==> config.mk <==
export PLATFORM = sky130hd
export DESIGN_NAME = byterun1_run_length_encoder_top
export DESIGN_NICKNAME = d
export VERILOG_FILES = /design/src/design/br1rle_pkg.sv /design/src/design/byterun1_run_length_encoder_top.sv /design/src/design/br1rle_front.sv /design/src/design/br1rle_cmd_fifo.sv /design/src/design/br1rle_back.sv /design/src/design/br1rle_packer.sv
export SDC_FILE = /design/constraint.sdc
export NUM_CORES = 2
export LEC_CHECK = 0
export BUFFER_PORTS_ARGS = -buffer_cell sky130_fd_sc_hd__clkbuf_2
export CORE_MARGIN = 4
export CORE_UTILIZATION = 35
export CTS_CLUSTER_DIAMETER = 120
export CTS_CLUSTER_SIZE = 40
export DETAILED_ROUTE_END_ITERATION = 6
export PLACE_DENSITY = 0.49
export SLEW_MARGIN = 20
export SYNTH_ARGS = -nofsm -noshare
export SYNTH_HDL_FRONTEND = slang
export SYNTH_HIERARCHICAL = 1
export SYNTH_SLANG_ARGS = --single-unit
==> constraint.sdc <==
create_clock -name clock -period 8.94 [get_ports clock]
set_input_delay 0.894 -clock clock [delete_from_list [all_inputs] [get_ports clock]]
set_output_delay 0.894 -clock clock [all_outputs]
set_load 0.05 [all_outputs]
==> src/design/br1rle_pkg.sv <==
// Shared constants, types and a helper function of the ByteRun1 run-length encoder.
package br1rle_pkg;

   // Block limits
   localparam int MAX_LITERAL = 128;
   localparam int MAX_RUN     = 128;
   localparam int MIN_RUN     = 3;
   localparam int OUT_LANES   = 8;

   // Derived sizes
   localparam int STORE_DEPTH = MAX_LITERAL + 1;
   localparam int ADDR_W      = $clog2(STORE_DEPTH);
   localparam int LEN_W       = 8;
   localparam int BYTE_W      = 8;
   localparam int LANES_W     = 64;
   localparam int COUNT_W     = 4;
   localparam int TOTAL_W     = 17;
   localparam int CMDQ_DEPTH  = 4;
   localparam int CMDQ_PTR_W  = $clog2(CMDQ_DEPTH);

   typedef logic [LEN_W-1:0]      len_type;
   typedef logic [BYTE_W-1:0]     byte_type;
   typedef logic [ADDR_W-1:0]     addr_type;
   typedef logic [COUNT_W-1:0]    count_type;
   typedef logic [TOTAL_W-1:0]    total_type;
   typedef logic [LANES_W-1:0]    lanes_type;
   typedef logic [CMDQ_PTR_W-1:0] qptr_type;
   typedef logic [CMDQ_PTR_W:0]   qcount_type;

   localparam len_type    MAX_LITERAL_LEN = len_type'(MAX_LITERAL);
   localparam len_type    MAX_RUN_LEN     = len_type'(MAX_RUN);
   localparam len_type    MIN_RUN_LEN     = len_type'(MIN_RUN);
   localparam count_type  LAST_LANE       = count_type'(OUT_LANES - 1);
   localparam count_type  OUT_LANES_CNT   = count_type'(OUT_LANES);
   localparam total_type  TOTAL_MAX       = '1;
   localparam qcount_type CMDQ_FULL       = qcount_type'(CMDQ_DEPTH);

   // Block kinds carried in a command
   typedef logic [1:0] kind_type;
   localparam kind_type KIND_NONE    = 2'd0;
   localparam kind_type KIND_LITERAL = 2'd1;
   localparam kind_type KIND_RUN     = 2'd2;

   // One classified item, as handed from front to back
   typedef struct packed {
      logic     row_start;  // first item of a row
      logic     last;       // item closes the row
      byte_type data;       // the item's raw byte
      kind_type e1_kind;    // block closed by this item
      len_type  e1_len;
      byte_type e1_byte;    // repeated byte of a closed run
      logic     wr_en;      // store write of data
      addr_type wr_addr;
      kind_type fl_kind;    // end-of-row flush block
      len_type  fl_len;
   } cmd_type;

   // One code byte on its way to the packer
   typedef struct packed {
      logic     valid;
      byte_type data;
      logic     step_end;   // last code byte caused by one item
      logic     row_end;    // last code byte of a row
      logic     row_first;  // first code byte of a row
   } byte_stream_type;

   // Control byte of a block: n-1 for a literal, -(n-1) for a run
   function automatic byte_type ctrl_byte(input kind_type kind, input len_type len);
      byte_type minus_one;
      minus_one = byte_type'(len - len_type'(1));
      if (kind == KIND_RUN) begin
         return byte_type'(0) - minus_one;
      end
      return minus_one;
   endfunction

endpackage

==> src/design/byterun1_run_length_encoder_top.sv <==
// Top level of the ByteRun1 (PackBits) row encoder: front end, command queue, back end, packer.
// An item's code passes the command queue, the back end's command register and output stage and
// the packer's result register; a store write ahead of an end-of-row flush comes between as well.
// The front takes a new item while the queue has room, also while the back end still drains earlier blocks.
// Reset is synchronous and clears all control state; the literal store is not cleared and
// needs no clearing pass, since only entries written in the current row are ever read.
module byterun1_run_length_encoder_top (
   input  logic        clock,
   input  logic        reset,
   input  logic        req_valid,
   output logic        req_stall,
   input  logic [7:0]  req_data_byte,
   input  logic        req_end_of_row,
   output logic        rsp_valid,
   input  logic        rsp_stall,
   output logic [63:0] rsp_code_lanes,
   output logic [3:0]  rsp_lane_count,
   output logic        rsp_row_finished,
   output logic [16:0] rsp_packed_total
);

   // front to queue
   logic                        q_push;
   br1rle_pkg::cmd_type         q_push_cmd;
   logic                        q_full;

   // queue to back
   logic                        q_pop;
   logic                        q_empty;
   br1rle_pkg::cmd_type         q_head;

   // back to packer
   br1rle_pkg::byte_stream_type code_stream;
   logic                        code_take;

   // Classify each item against the literal/run state and issue one command;
   // hold the input only when the queue is full.
   br1rle_front u_front (
      .clock          (clock),
      .reset          (reset),
      .req_valid      (req_valid),
      .req_data_byte  (req_data_byte),
      .req_end_of_row (req_end_of_row),
      .req_stall      (req_stall),
      .q_full         (q_full),
      .q_push         (q_push),
      .q_push_cmd     (q_push_cmd)
   );

   // Decouple the front from the back so the front keeps taking items
   // while the back drains a literal block.
   br1rle_cmd_fifo u_cmd_fifo (
      .clock    (clock),
      .reset    (reset),
      .push     (q_push),
      .push_cmd (q_push_cmd),
      .pop      (q_pop),
      .head_cmd (q_head),
      .empty    (q_empty),
      .full     (q_full)
   );

   // Execute commands in order: emit the closed block, write the store,
   // then emit the end-of-row flush block, one code byte per cycle while the packer takes them.
   br1rle_back u_back (
      .clock   (clock),
      .reset   (reset),
      .q_empty (q_empty),
      .q_head  (q_head),
      .q_pop   (q_pop),
      .stream  (code_stream),
      .take    (code_take)
   );

   // Pack code bytes into lanes; close a result when the lanes fill or the
   // item's code ends, and close a result only when the result register is free.
   br1rle_packer u_packer (
      .clock            (clock),
      .reset            (reset),
      .stream           (code_stream),
      .take             (code_take),
      .rsp_valid        (rsp_valid),
      .rsp_stall        (rsp_stall),
      .rsp_code_lanes   (rsp_code_lanes),
      .rsp_lane_count   (rsp_lane_count),
      .rsp_row_finished (rsp_row_finished),
      .rsp_packed_total (rsp_packed_total)
   );

endmodule

==> src/design/br1rle_front.sv <==
// Front end: accepts raw bytes, tracks literal/run state and issues block commands.
module br1rle_front (
   input  logic                 clock,
   input  logic                 reset,
   input  logic                 req_valid,
   input  logic [7:0]           req_data_byte,
   input  logic                 req_end_of_row,
   output logic                 req_stall,
   input  logic                 q_full,
   output logic                 q_push,
   output br1rle_pkg::cmd_type  q_push_cmd
);

   br1rle_pkg::len_type  fill_ff, fill_in;
   br1rle_pkg::len_type  rstart_ff, rstart_in;
   logic                 runm_ff, runm_in;
   br1rle_pkg::byte_type prev_ff, prev_in;
   logic                 open_ff, open_in;
   br1rle_pkg::len_type  n_val;
   br1rle_pkg::cmd_type  cmd;

   assign req_stall = q_full;
   assign q_push    = req_valid && !q_full;
   assign q_push_cmd = cmd;

   always_comb begin
      cmd         = '0;
      cmd.data    = req_data_byte;
      cmd.last    = req_end_of_row;
      cmd.e1_byte = prev_ff;
      fill_in     = fill_ff;
      rstart_in   = rstart_ff;
      runm_in     = runm_ff;
      open_in     = open_ff;
      prev_in     = req_data_byte;
      n_val       = fill_ff + br1rle_pkg::len_type'(1);

      if (!open_ff) begin
         // open the row with this byte at the store base
         cmd.row_start = 1'b1;
         cmd.wr_en     = 1'b1;
         cmd.wr_addr   = '0;
         fill_in       = br1rle_pkg::len_type'(1);
         rstart_in     = '0;
         runm_in       = 1'b0;
         open_in       = 1'b1;
      end else if (!runm_ff) begin
         cmd.wr_en   = 1'b1;
         cmd.wr_addr = br1rle_pkg::addr_type'(fill_ff);
         fill_in     = n_val;
         if (n_val > br1rle_pkg::MAX_LITERAL_LEN) begin
            // store full: close the literal block, restart with this byte
            cmd.e1_kind = br1rle_pkg::KIND_LITERAL;
            cmd.e1_len  = fill_ff;
            cmd.wr_addr = '0;
            fill_in     = br1rle_pkg::len_type'(1);
            rstart_in   = '0;
         end else if (req_data_byte == prev_ff) begin
            if ((n_val - rstart_ff) >= br1rle_pkg::MIN_RUN_LEN) begin
               if (rstart_ff != '0) begin
                  // split off the literal bytes in front of the run
                  cmd.e1_kind = br1rle_pkg::KIND_LITERAL;
                  cmd.e1_len  = rstart_ff;
                  fill_in     = n_val - rstart_ff;
                  rstart_in   = '0;
               end
               runm_in = 1'b1;
            end else if (rstart_ff == '0) begin
               runm_in = 1'b1;
            end
         end else begin
            rstart_in = fill_ff;
         end
      end else begin
         fill_in = n_val;
         if ((req_data_byte != prev_ff) || ((n_val - rstart_ff) > br1rle_pkg::MAX_RUN_LEN)) begin
            // close the run, restart a literal block with this byte
            cmd.e1_kind = br1rle_pkg::KIND_RUN;
            cmd.e1_len  = fill_ff - rstart_ff;
            cmd.wr_en   = 1'b1;
            cmd.wr_addr = '0;
            fill_in     = br1rle_pkg::len_type'(1);
            rstart_in   = '0;
            runm_in     = 1'b0;
         end
      end

      if (req_end_of_row) begin
         if (runm_in) begin
            cmd.fl_kind = br1rle_pkg::KIND_RUN;
            cmd.fl_len  = fill_in - rstart_in;
         end else begin
            cmd.fl_kind = br1rle_pkg::KIND_LITERAL;
            cmd.fl_len  = fill_in;
         end
         open_in = 1'b0;
      end
   end

   always_ff @(posedge clock) begin
      if (reset) begin
         fill_ff   <= '0;
         rstart_ff <= '0;
         runm_ff   <= 1'b0;
         prev_ff   <= '0;
         open_ff   <= 1'b0;
      end else if (q_push) begin
         fill_ff   <= fill_in;
         rstart_ff <= rstart_in;
         runm_ff   <= runm_in;
         prev_ff   <= prev_in;
         open_ff   <= open_in;
      end
   end

endmodule

==> src/design/br1rle_cmd_fifo.sv <==
// Short command queue between the front end and the back end.
module br1rle_cmd_fifo (
   input  logic                clock,
   input  logic                reset,
   input  logic                push,
   input  br1rle_pkg::cmd_type push_cmd,
   input  logic                pop,
   output br1rle_pkg::cmd_type head_cmd,
   output logic                empty,
   output logic                full
);

   br1rle_pkg::cmd_type    entry_ff [br1rle_pkg::CMDQ_DEPTH];
   br1rle_pkg::qptr_type   wr_ptr_ff;
   br1rle_pkg::qptr_type   rd_ptr_ff;
   br1rle_pkg::qcount_type count_ff;

   assign empty    = (count_ff == '0);
   assign full     = (count_ff == br1rle_pkg::CMDQ_FULL);
   assign head_cmd = entry_ff[rd_ptr_ff];

   always_ff @(posedge clock) begin
      if (reset) begin
         wr_ptr_ff <= '0;
         rd_ptr_ff <= '0;
         count_ff  <= '0;
      end else begin
         if (push) begin
            wr_ptr_ff <= wr_ptr_ff + br1rle_pkg::qptr_type'(1);
         end
         if (pop) begin
            rd_ptr_ff <= rd_ptr_ff + br1rle_pkg::qptr_type'(1);
         end
         if (push && !pop) begin
            count_ff <= count_ff + br1rle_pkg::qcount_type'(1);
         end else if (pop && !push) begin
            count_ff <= count_ff - br1rle_pkg::qcount_type'(1);
         end
      end
   end

   always_ff @(posedge clock) begin
      if (push) begin
         entry_ff[wr_ptr_ff] <= push_cmd;
      end
   end

endmodule

==> src/design/br1rle_back.sv <==
// Back end: owns the literal store and turns commands into a stream of code bytes.
module br1rle_back (
   input  logic                        clock,
   input  logic                        reset,
   input  logic                        q_empty,
   input  br1rle_pkg::cmd_type         q_head,
   output logic                        q_pop,
   output br1rle_pkg::byte_stream_type stream,
   input  logic                        take
);

   localparam logic [2:0] PH_IDLE    = 3'd0;
   localparam logic [2:0] PH_E1_CTRL = 3'd1;
   localparam logic [2:0] PH_E1_BODY = 3'd2;
   localparam logic [2:0] PH_WRITE   = 3'd3;
   localparam logic [2:0] PH_FL_CTRL = 3'd4;
   localparam logic [2:0] PH_FL_BODY = 3'd5;

   logic [2:0]           phase_ff, phase_in, nxt;
   br1rle_pkg::cmd_type  cmd_ff, cmd_in;
   br1rle_pkg::addr_type idx_ff, idx_in;
   logic                 rowpend_ff, rowpend_in;

   // output stage: one code byte, either a literal from the store or a made byte
   logic                 sv_ff;
   logic                 s_mem_ff;
   br1rle_pkg::byte_type sbyte_ff;
   logic                 send_ff;
   logic                 srow_ff;
   logic                 sfirst_ff;
   br1rle_pkg::byte_type mem_q_ff;
   br1rle_pkg::byte_type store_mem [br1rle_pkg::STORE_DEPTH];

   logic                 can_load;
   logic                 load;
   logic                 load_mem;
   br1rle_pkg::byte_type load_byte;
   logic                 load_end;
   logic                 wr_en;
   logic                 done;

   function automatic logic [2:0] after_write(input br1rle_pkg::cmd_type c);
      return (c.fl_kind != br1rle_pkg::KIND_NONE) ? PH_FL_CTRL : PH_IDLE;
   endfunction

   function automatic logic [2:0] after_e1(input br1rle_pkg::cmd_type c);
      return c.wr_en ? PH_WRITE : after_write(c);
   endfunction

   function automatic logic [2:0] first_phase(input br1rle_pkg::cmd_type c);
      return (c.e1_kind != br1rle_pkg::KIND_NONE) ? PH_E1_CTRL : after_e1(c);
   endfunction

   assign can_load = !sv_ff || take;

   always_comb begin
      phase_in   = phase_ff;
      cmd_in     = cmd_ff;
      idx_in     = idx_ff;
      rowpend_in = rowpend_ff;
      q_pop      = 1'b0;
      load       = 1'b0;
      load_mem   = 1'b0;
      load_byte  = '0;
      load_end   = 1'b0;
      wr_en      = 1'b0;
      done       = 1'b0;
      nxt        = PH_IDLE;

      case (phase_ff)
         PH_IDLE: begin
            done = 1'b1;
         end
         PH_E1_CTRL: begin
            if (can_load) begin
               load      = 1'b1;
               load_byte = br1rle_pkg::ctrl_byte(cmd_ff.e1_kind, cmd_ff.e1_len);
               idx_in    = '0;
               phase_in  = PH_E1_BODY;
            end
         end
         PH_E1_BODY: begin
            if (can_load) begin
               load = 1'b1;
               if (cmd_ff.e1_kind == br1rle_pkg::KIND_LITERAL) begin
                  load_mem = 1'b1;
               end else begin
                  load_byte = cmd_ff.e1_byte;
               end
               if ((cmd_ff.e1_kind != br1rle_pkg::KIND_LITERAL) ||
                   (br1rle_pkg::len_type'(idx_in) ==
                    cmd_ff.e1_len - br1rle_pkg::len_type'(1))) begin
                  load_end = (cmd_ff.fl_kind == br1rle_pkg::KIND_NONE);
                  nxt      = after_e1(cmd_ff);
                  if (nxt == PH_IDLE) begin
                     done = 1'b1;
                  end else begin
                     phase_in = nxt;
                  end
               end else begin
                  idx_in = idx_ff + br1rle_pkg::addr_type'(1);
               end
            end
         end
         PH_WRITE: begin
            wr_en = 1'b1;
            nxt   = after_write(cmd_ff);
            if (nxt == PH_IDLE) begin
               done = 1'b1;
            end else begin
               phase_in = nxt;
            end
         end
         PH_FL_CTRL: begin
            if (can_load) begin
               load      = 1'b1;
               load_byte = br1rle_pkg::ctrl_byte(cmd_ff.fl_kind, cmd_ff.fl_len);
               idx_in    = '0;
               phase_in  = PH_FL_BODY;
            end
         end
         PH_FL_BODY: begin
            if (can_load) begin
               load = 1'b1;
               if (cmd_ff.fl_kind == br1rle_pkg::KIND_LITERAL) begin
                  load_mem = 1'b1;
               end else begin
                  load_byte = cmd_ff.data;
               end
               if ((cmd_ff.fl_kind != br1rle_pkg::KIND_LITERAL) ||
                   (br1rle_pkg::len_type'(idx_ff) ==
                    cmd_ff.fl_len - br1rle_pkg::len_type'(1))) begin
                  load_end = 1'b1;
                  done     = 1'b1;
               end else begin
                  idx_in = idx_ff + br1rle_pkg::addr_type'(1);
               end
            end
         end
         default: begin
            phase_in = PH_IDLE;
         end
      endcase

      // the byte loaded now belongs to the current command
      if (load) begin
         rowpend_in = 1'b0;
      end

      // command finished: take the next one in the same cycle
      if (done) begin
         if (!q_empty) begin
            q_pop    = 1'b1;
            cmd_in   = q_head;
            phase_in = first_phase(q_head);
            if (q_head.row_start) begin
               rowpend_in = 1'b1;
            end
         end else begin
            phase_in = PH_IDLE;
         end
      end
   end

   always_ff @(posedge clock) begin
      if (reset) begin
         phase_ff   <= PH_IDLE;
         rowpend_ff <= 1'b0;
         sv_ff      <= 1'b0;
      end else begin
         phase_ff   <= phase_in;
         rowpend_ff <= rowpend_in;
         if (load) begin
            sv_ff <= 1'b1;
         end else if (take) begin
            sv_ff <= 1'b0;
         end
      end
   end

   always_ff @(posedge clock) begin
      cmd_ff <= cmd_in;
      idx_ff <= idx_in;
      if (load) begin
         s_mem_ff  <= load_mem;
         sbyte_ff  <= load_byte;
         send_ff   <= load_end;
         srow_ff   <= load_end && cmd_ff.last;
         sfirst_ff <= rowpend_ff;
      end
   end

   // literal store: one write or one registered read per cycle
   always_ff @(posedge clock) begin
      if (wr_en) begin
         store_mem[cmd_ff.wr_addr] <= cmd_ff.data;
      end
      if (load_mem) begin
         mem_q_ff <= store_mem[idx_ff];
      end
   end

   assign stream.valid     = sv_ff;
   assign stream.data      = s_mem_ff ? mem_q_ff : sbyte_ff;
   assign stream.step_end  = send_ff;
   assign stream.row_end   = srow_ff;
   assign stream.row_first = sfirst_ff;

`ifndef NO_ASSERTIONS
   a_no_rw_clash: assert property (@(posedge clock) disable iff (reset)
      !(wr_en && load_mem))
      else $error("store written and read in the same cycle");

   a_literal_index: assert property (@(posedge clock) disable iff (reset)
      (phase_ff == PH_E1_BODY && cmd_ff.e1_kind == br1rle_pkg::KIND_LITERAL) |->
      (br1rle_pkg::len_type'(idx_ff) < cmd_ff.e1_len))
      else $error("literal read index beyond block length");

   a_stage_hold: assert property (@(posedge clock) disable iff (reset)
      (sv_ff && !take) |=> (sv_ff && $stable(mem_q_ff) && $stable(sbyte_ff)))
      else $error("held code byte changed");
`endif

endmodule

==> src/design/br1rle_packer.sv <==
// Packer: gathers code bytes into lanes and holds the result register.
module br1rle_packer (
   input  logic                        clock,
   input  logic                        reset,
   input  br1rle_pkg::byte_stream_type stream,
   output logic                        take,
   output logic                        rsp_valid,
   input  logic                        rsp_stall,
   output logic [63:0]                 rsp_code_lanes,
   output logic [3:0]                  rsp_lane_count,
   output logic                        rsp_row_finished,
   output logic [16:0]                 rsp_packed_total
);

   br1rle_pkg::lanes_type lanes_ff, lanes_in;
   br1rle_pkg::count_type cnt_ff, cnt_in;
   br1rle_pkg::total_type total_ff, total_in;
   logic                  rsp_valid_ff;
   br1rle_pkg::lanes_type rsp_lanes_ff;
   br1rle_pkg::count_type rsp_count_ff;
   logic                  rsp_fin_ff;
   br1rle_pkg::total_type rsp_total_ff;
   logic                  close;
   logic                  out_free;

   assign close    = (cnt_ff == br1rle_pkg::LAST_LANE) || stream.step_end;
   assign out_free = !rsp_valid_ff || !rsp_stall;
   assign take     = stream.valid && (!close || out_free);
   assign cnt_in   = cnt_ff + br1rle_pkg::count_type'(1);

   always_comb begin
      lanes_in = lanes_ff;
      for (int i = 0; i < br1rle_pkg::OUT_LANES; i++) begin
         if (cnt_ff == br1rle_pkg::count_type'(i)) begin
            lanes_in[8*i +: 8] = stream.data;
         end
      end
      if (stream.row_first) begin
         total_in = br1rle_pkg::total_type'(1);
      end else if (total_ff == br1rle_pkg::TOTAL_MAX) begin
         total_in = total_ff;
      end else begin
         total_in = total_ff + br1rle_pkg::total_type'(1);
      end
   end

   always_ff @(posedge clock) begin
      if (reset) begin
         lanes_ff     <= '0;
         cnt_ff       <= '0;
         total_ff     <= '0;
         rsp_valid_ff <= 1'b0;
      end else begin
         if (take) begin
            total_ff <= total_in;
            if (close) begin
               lanes_ff <= '0;
               cnt_ff   <= '0;
            end else begin
               lanes_ff <= lanes_in;
               cnt_ff   <= cnt_in;
            end
         end
         if (take && close) begin
            rsp_valid_ff <= 1'b1;
         end else if (!rsp_stall) begin
            rsp_valid_ff <= 1'b0;
         end
      end
   end

   always_ff @(posedge clock) begin
      if (take && close) begin
         rsp_lanes_ff <= lanes_in;
         rsp_count_ff <= cnt_in;
         rsp_fin_ff   <= stream.row_end;
         rsp_total_ff <= stream.row_end ? total_in : '0;
      end
   end

   assign rsp_valid        = rsp_valid_ff;
   assign rsp_code_lanes   = rsp_lanes_ff;
   assign rsp_lane_count   = rsp_count_ff;
   assign rsp_row_finished = rsp_fin_ff;
   assign rsp_packed_total = rsp_total_ff;

`ifndef NO_ASSERTIONS
   a_count_range: assert property (@(posedge clock) disable iff (reset)
      rsp_valid_ff |-> (rsp_count_ff != '0 && rsp_count_ff <= br1rle_pkg::OUT_LANES_CNT))
      else $error("result lane count out of range");

   a_total_only_final: assert property (@(posedge clock) disable iff (reset)
      (rsp_valid_ff && !rsp_fin_ff) |-> (rsp_total_ff == '0))
      else $error("packed total on a result that does not close a row");
`endif

endmodule
==> metrics.txt <==
outcome=finished clean; average routed wire per standard cell=around 26 um; master cell of the clock root buffer=sky130_fd_sc_hd__clkbuf_16; cells along the critical path=ha_1, and2_1, nand2_1, xnor2_1, ha_1, a211o_1, nand2_1, o21ai_0, a2111o_1, nor3_2, a41oi_1, nor2_1, a22oi_1, ha_1, nor2b_1, o21ai_0, a21boi_0, o21ai_0, a21oi_1, o211ai_1, a21oi_1, nor3_1, nor3_2; layout cells sized above 1=0.171; static leakage=~21 nW; Max-Cap Viols=0; cell area after technology mapping=between 0.06 and 0.07 sq mm; remaining number of nets flagged by the antenna check after routing=0; total congestion overflow after global routing=0; first drt pass iteration count=7; number of DRC markers after the initial detailed-route iteration=roughly 3500; Detailed Place HPWL=101000 um; top achievable clock speed=158 MHz; final period demand of the worst path=6.35 ns; most common library cell in the layout ignoring fill and taps=sky130_fd_sc_hd__edfxtp_1; number of max-slew violations in the final report=0; Starting Density=0.352; nets@finish=roughly 3700; number of port buffers=100; longest individual stage delay on the worst path=between 0.7 and 0.8 ns; Setup Fix Bufs, Post-CTS=0; Die Y=431 um; total power density per cell area=approximately 290 mW/mm^2; count of flip-flops with a built-in enable after synthesis=approximately 1400; Worst Max-Slew Pin Slew=1.12 ns; Fin. Hold Viols=0; data arrival at the endpoint of the critical path=around 7 ns; count of clock tree sinks=about 1500; largest fanout of any net on the critical path=13; number of H-tree levels=2; pin count of the biggest net entering global routing=100; Bufs on Longest Clock Path=3; number of hold-repair buffers added at the cts stage=0; global-route wire length before repair=between 200000 and 250000 um; number of gates resized after CTS=0; sequential share of the synthesized area=0.701; mean cell area of the mapped netlist=17.2 sq um; area grow syn2layout=6.52%; total detailed-routing wirelength=159000 um; cell type of the slowest stage on the worst timing path=sky130_fd_sc_hd__dfxtp_1; total power draw=0.0192 W; number of vias per cell after detailed routing=approximately 5.4; total setup violations reported at the end of the flow=0; via count of the first global-routing pass=about 32000; number of top-level pins=~100; # fillers=roughly 17000; unrepaired setup endpoints after global routing=no; synthesized instance count=about 3600; number of distinct standard cells referenced by the synthesized netlist=around 100; routed via count=around 32000; flip-flop and latch count after synthesis=1506; sort of element at the start of the critical path=flop; CTS Buf Count=46; worst slew margin relative to its limit=0.232; final-layout setup total negative slack=0 ns; area inside the core boundary=around 0.18 sq mm; floorplan die width=~430 um; nature of the critical path endpoint=flop; maximum clock skew at final layout=0.0419 ns; nets in the synthesized netlist=3700; crit share post-route=0.710; initial antenna violation count=8; number of synthesis warnings=6; ys flop type=sky130_fd_sc_hd__edfxtp_1; die area=between 0.15 and 0.2 sq mm; DRC violation count after routing=0; Skew-Pair Late Insertion Delay=0.71 ns; most frequent cells in the layout=sky130_fd_sc_hd__edfxtp_1 (1380), sky130_fd_sc_hd__nor2_1 (277), sky130_fd_sc_hd__mux4_2 (240); share of synthesized registers carrying an async set or reset=0; maximum ir drop on the vdd rail=roughly 0.23 mV; clock transition at the registers of the reported paths=about 0.15 ns; Overall Global Routing Usage=0.167; GPL Wtd Cong=~0.85; critical path start-end classification=flop to flop; CP Data Required Time=approximately 9.5 ns; Rows=155; worst min path class=input port to flop; clock tree from TritonCTS=yes
==> power by group <==
part | total [W] | switching [W] | internal [W]
sequential | 0.00922 | 0.000388 | 0.00883
clock | 0.00315 | 0.00210 | 0.00106
combinational | 0.00686 | 0.00451 | 0.00235
total | 0.0192 | 0.00699 | 0.0122
==> registers in the layout (all words and copies together), names as in the netlist, 2 cells and up, named ones only <==
| name | count |
|---|---|
| u_back/sbyte_ff | 8 |
| u_front/fill_ff | 8 |
| u_packer/lanes_ff | 64 |
| u_cmd_fifo/count_ff | 3 |
| u_front/prev_ff | 8 |
| u_packer/cnt_ff | 4 |
| u_packer/rsp_packed_total | 17 |
| u_cmd_fifo/rd_ptr_ff | 2 |
| u_back/store_mem | 1032 |
| u_front/rstart_ff | 8 |
| u_packer/total_ff | 17 |
| u_back/phase_ff | 3 |
| u_back/cmd_ff | 46 |
| u_packer/rsp_lane_count | 4 |
| u_back/idx_ff | 8 |
| u_cmd_fifo/entry_ff | 188 |
| u_back/mem_q_ff | 8 |
| u_packer/rsp_code_lanes | 64 |
| u_cmd_fifo/wr_ptr_ff | 2 |
==> area by class of cell <==
cell class                 count  area, sq um  share of cell area
inverter                      52          195             0.00292
clock buffer                  63         1280              0.0191
antenna                        1         2.50           0.0000374
timing repair buffer         163         1070              0.0160
tap                         2355         2950              0.0441
clock inverter                 9          160             0.00240
sequential                  1506        44000               0.658
multi-input combinational   1861        17200               0.257
==> Yosys cell counts, drive strengths merged (13+ instances only) <==
cell type,n,share of area
a22oi,49,0.0059
nand2,133,0.0080
nor2,286,0.017
nor3,57,0.0060
clkbuf,94,0.0063
mux4,283,0.10
mux2i,74,0.012
nor2b,40,0.0040
nand3,108,0.0087
xnor2,51,0.0072
a211oi,27,0.0033
inv,51,0.0031
and2,37,0.0037
and3,14,0.0014
nand2b,39,0.0039
buf,132,0.016
a2111oi,17,0.0027
a21oi,144,0.012
o221ai,34,0.0047
a31oi,22,0.0022
edfxtp,1380,0.66
mux2,97,0.017
nand4,27,0.0031
ha,37,0.0074
dfxtp,126,0.040
xor2,39,0.0054
o21ai,55,0.0045
o22ai,13,0.0013
==> worst max-delay path: cells and delay by family (launching register included) <==
kind,cells,cell delay (ns)
AOI/OAI and AO/OA,11,2.25
xor gates and xnor gates,1,0.38
adders and majority gates,3,1.01
DFF,1,0.72
and+or+nand+nor,8,1.82
==> routing by layer <==
layer	share of wire	up-vias	wire length [um]	track usage
met5	0.00046	-	73	0.00312
met3	0.057	152	9060	0.0276
met4	0.027	2	4280	0.0425
met1	0.46	17200	72700	0.245
li1	-	14400	-	-
met2	0.46	806	73000	0.258
==> final timing paths <==
| path | startpoint | end | slack, ns | depth (start not counted) |
|---|---|---|---|---|
| setup / recovery | u_front/fill_ff[1]$_SDFFE_PP0P_ | u_cmd_fifo/entry_ff[1][7]$_DFFE_PP_ | 2.59 | 23 |
| hold / removal | rsp_stall | u_packer/rsp_valid$_SDFFE_PP0P_ | 0.44 | 3 |
| setup reg to reg | u_front/fill_ff[1]$_SDFFE_PP0P_ | u_cmd_fifo/entry_ff[1][7]$_DFFE_PP_ | 2.59 | 23 |
| hold reg to reg | u_packer/lanes_ff[53]$_SDFFE_PP0P_ | u_packer/lanes_ff[53]$_SDFFE_PP0P_ | 0.47 | 2 |
==> stage by stage <==
stage               instances  setup slack, ns  area, sq um  utilization  hold WS, ns
floorplan                3646             2.01        62700            -        0.408
global placement         5936             2.79        65300        0.366        0.442
detailed placement       5936             2.71        65300        0.366        0.444
CTS                      6008             2.69        66800        0.374        0.378
global route             6010             2.01        66800        0.375        0.422
finish                   6010             2.59        66800        0.375        0.441
==> cell families after synthesis <==
family / Yosys count / share of synthesized area
DFF: 1506 / 0.701
and+or+nand+nor: 807 / 0.0655
AOI/OAI and AO/OA: 463 / 0.0510
muxes: 454 / 0.133
buffers and inverters: 279 / 0.0260
xor gates and xnor gates: 95 / 0.0145
adders and majority gates: 42 / 0.00882
(Power assumes the default switching activity.)
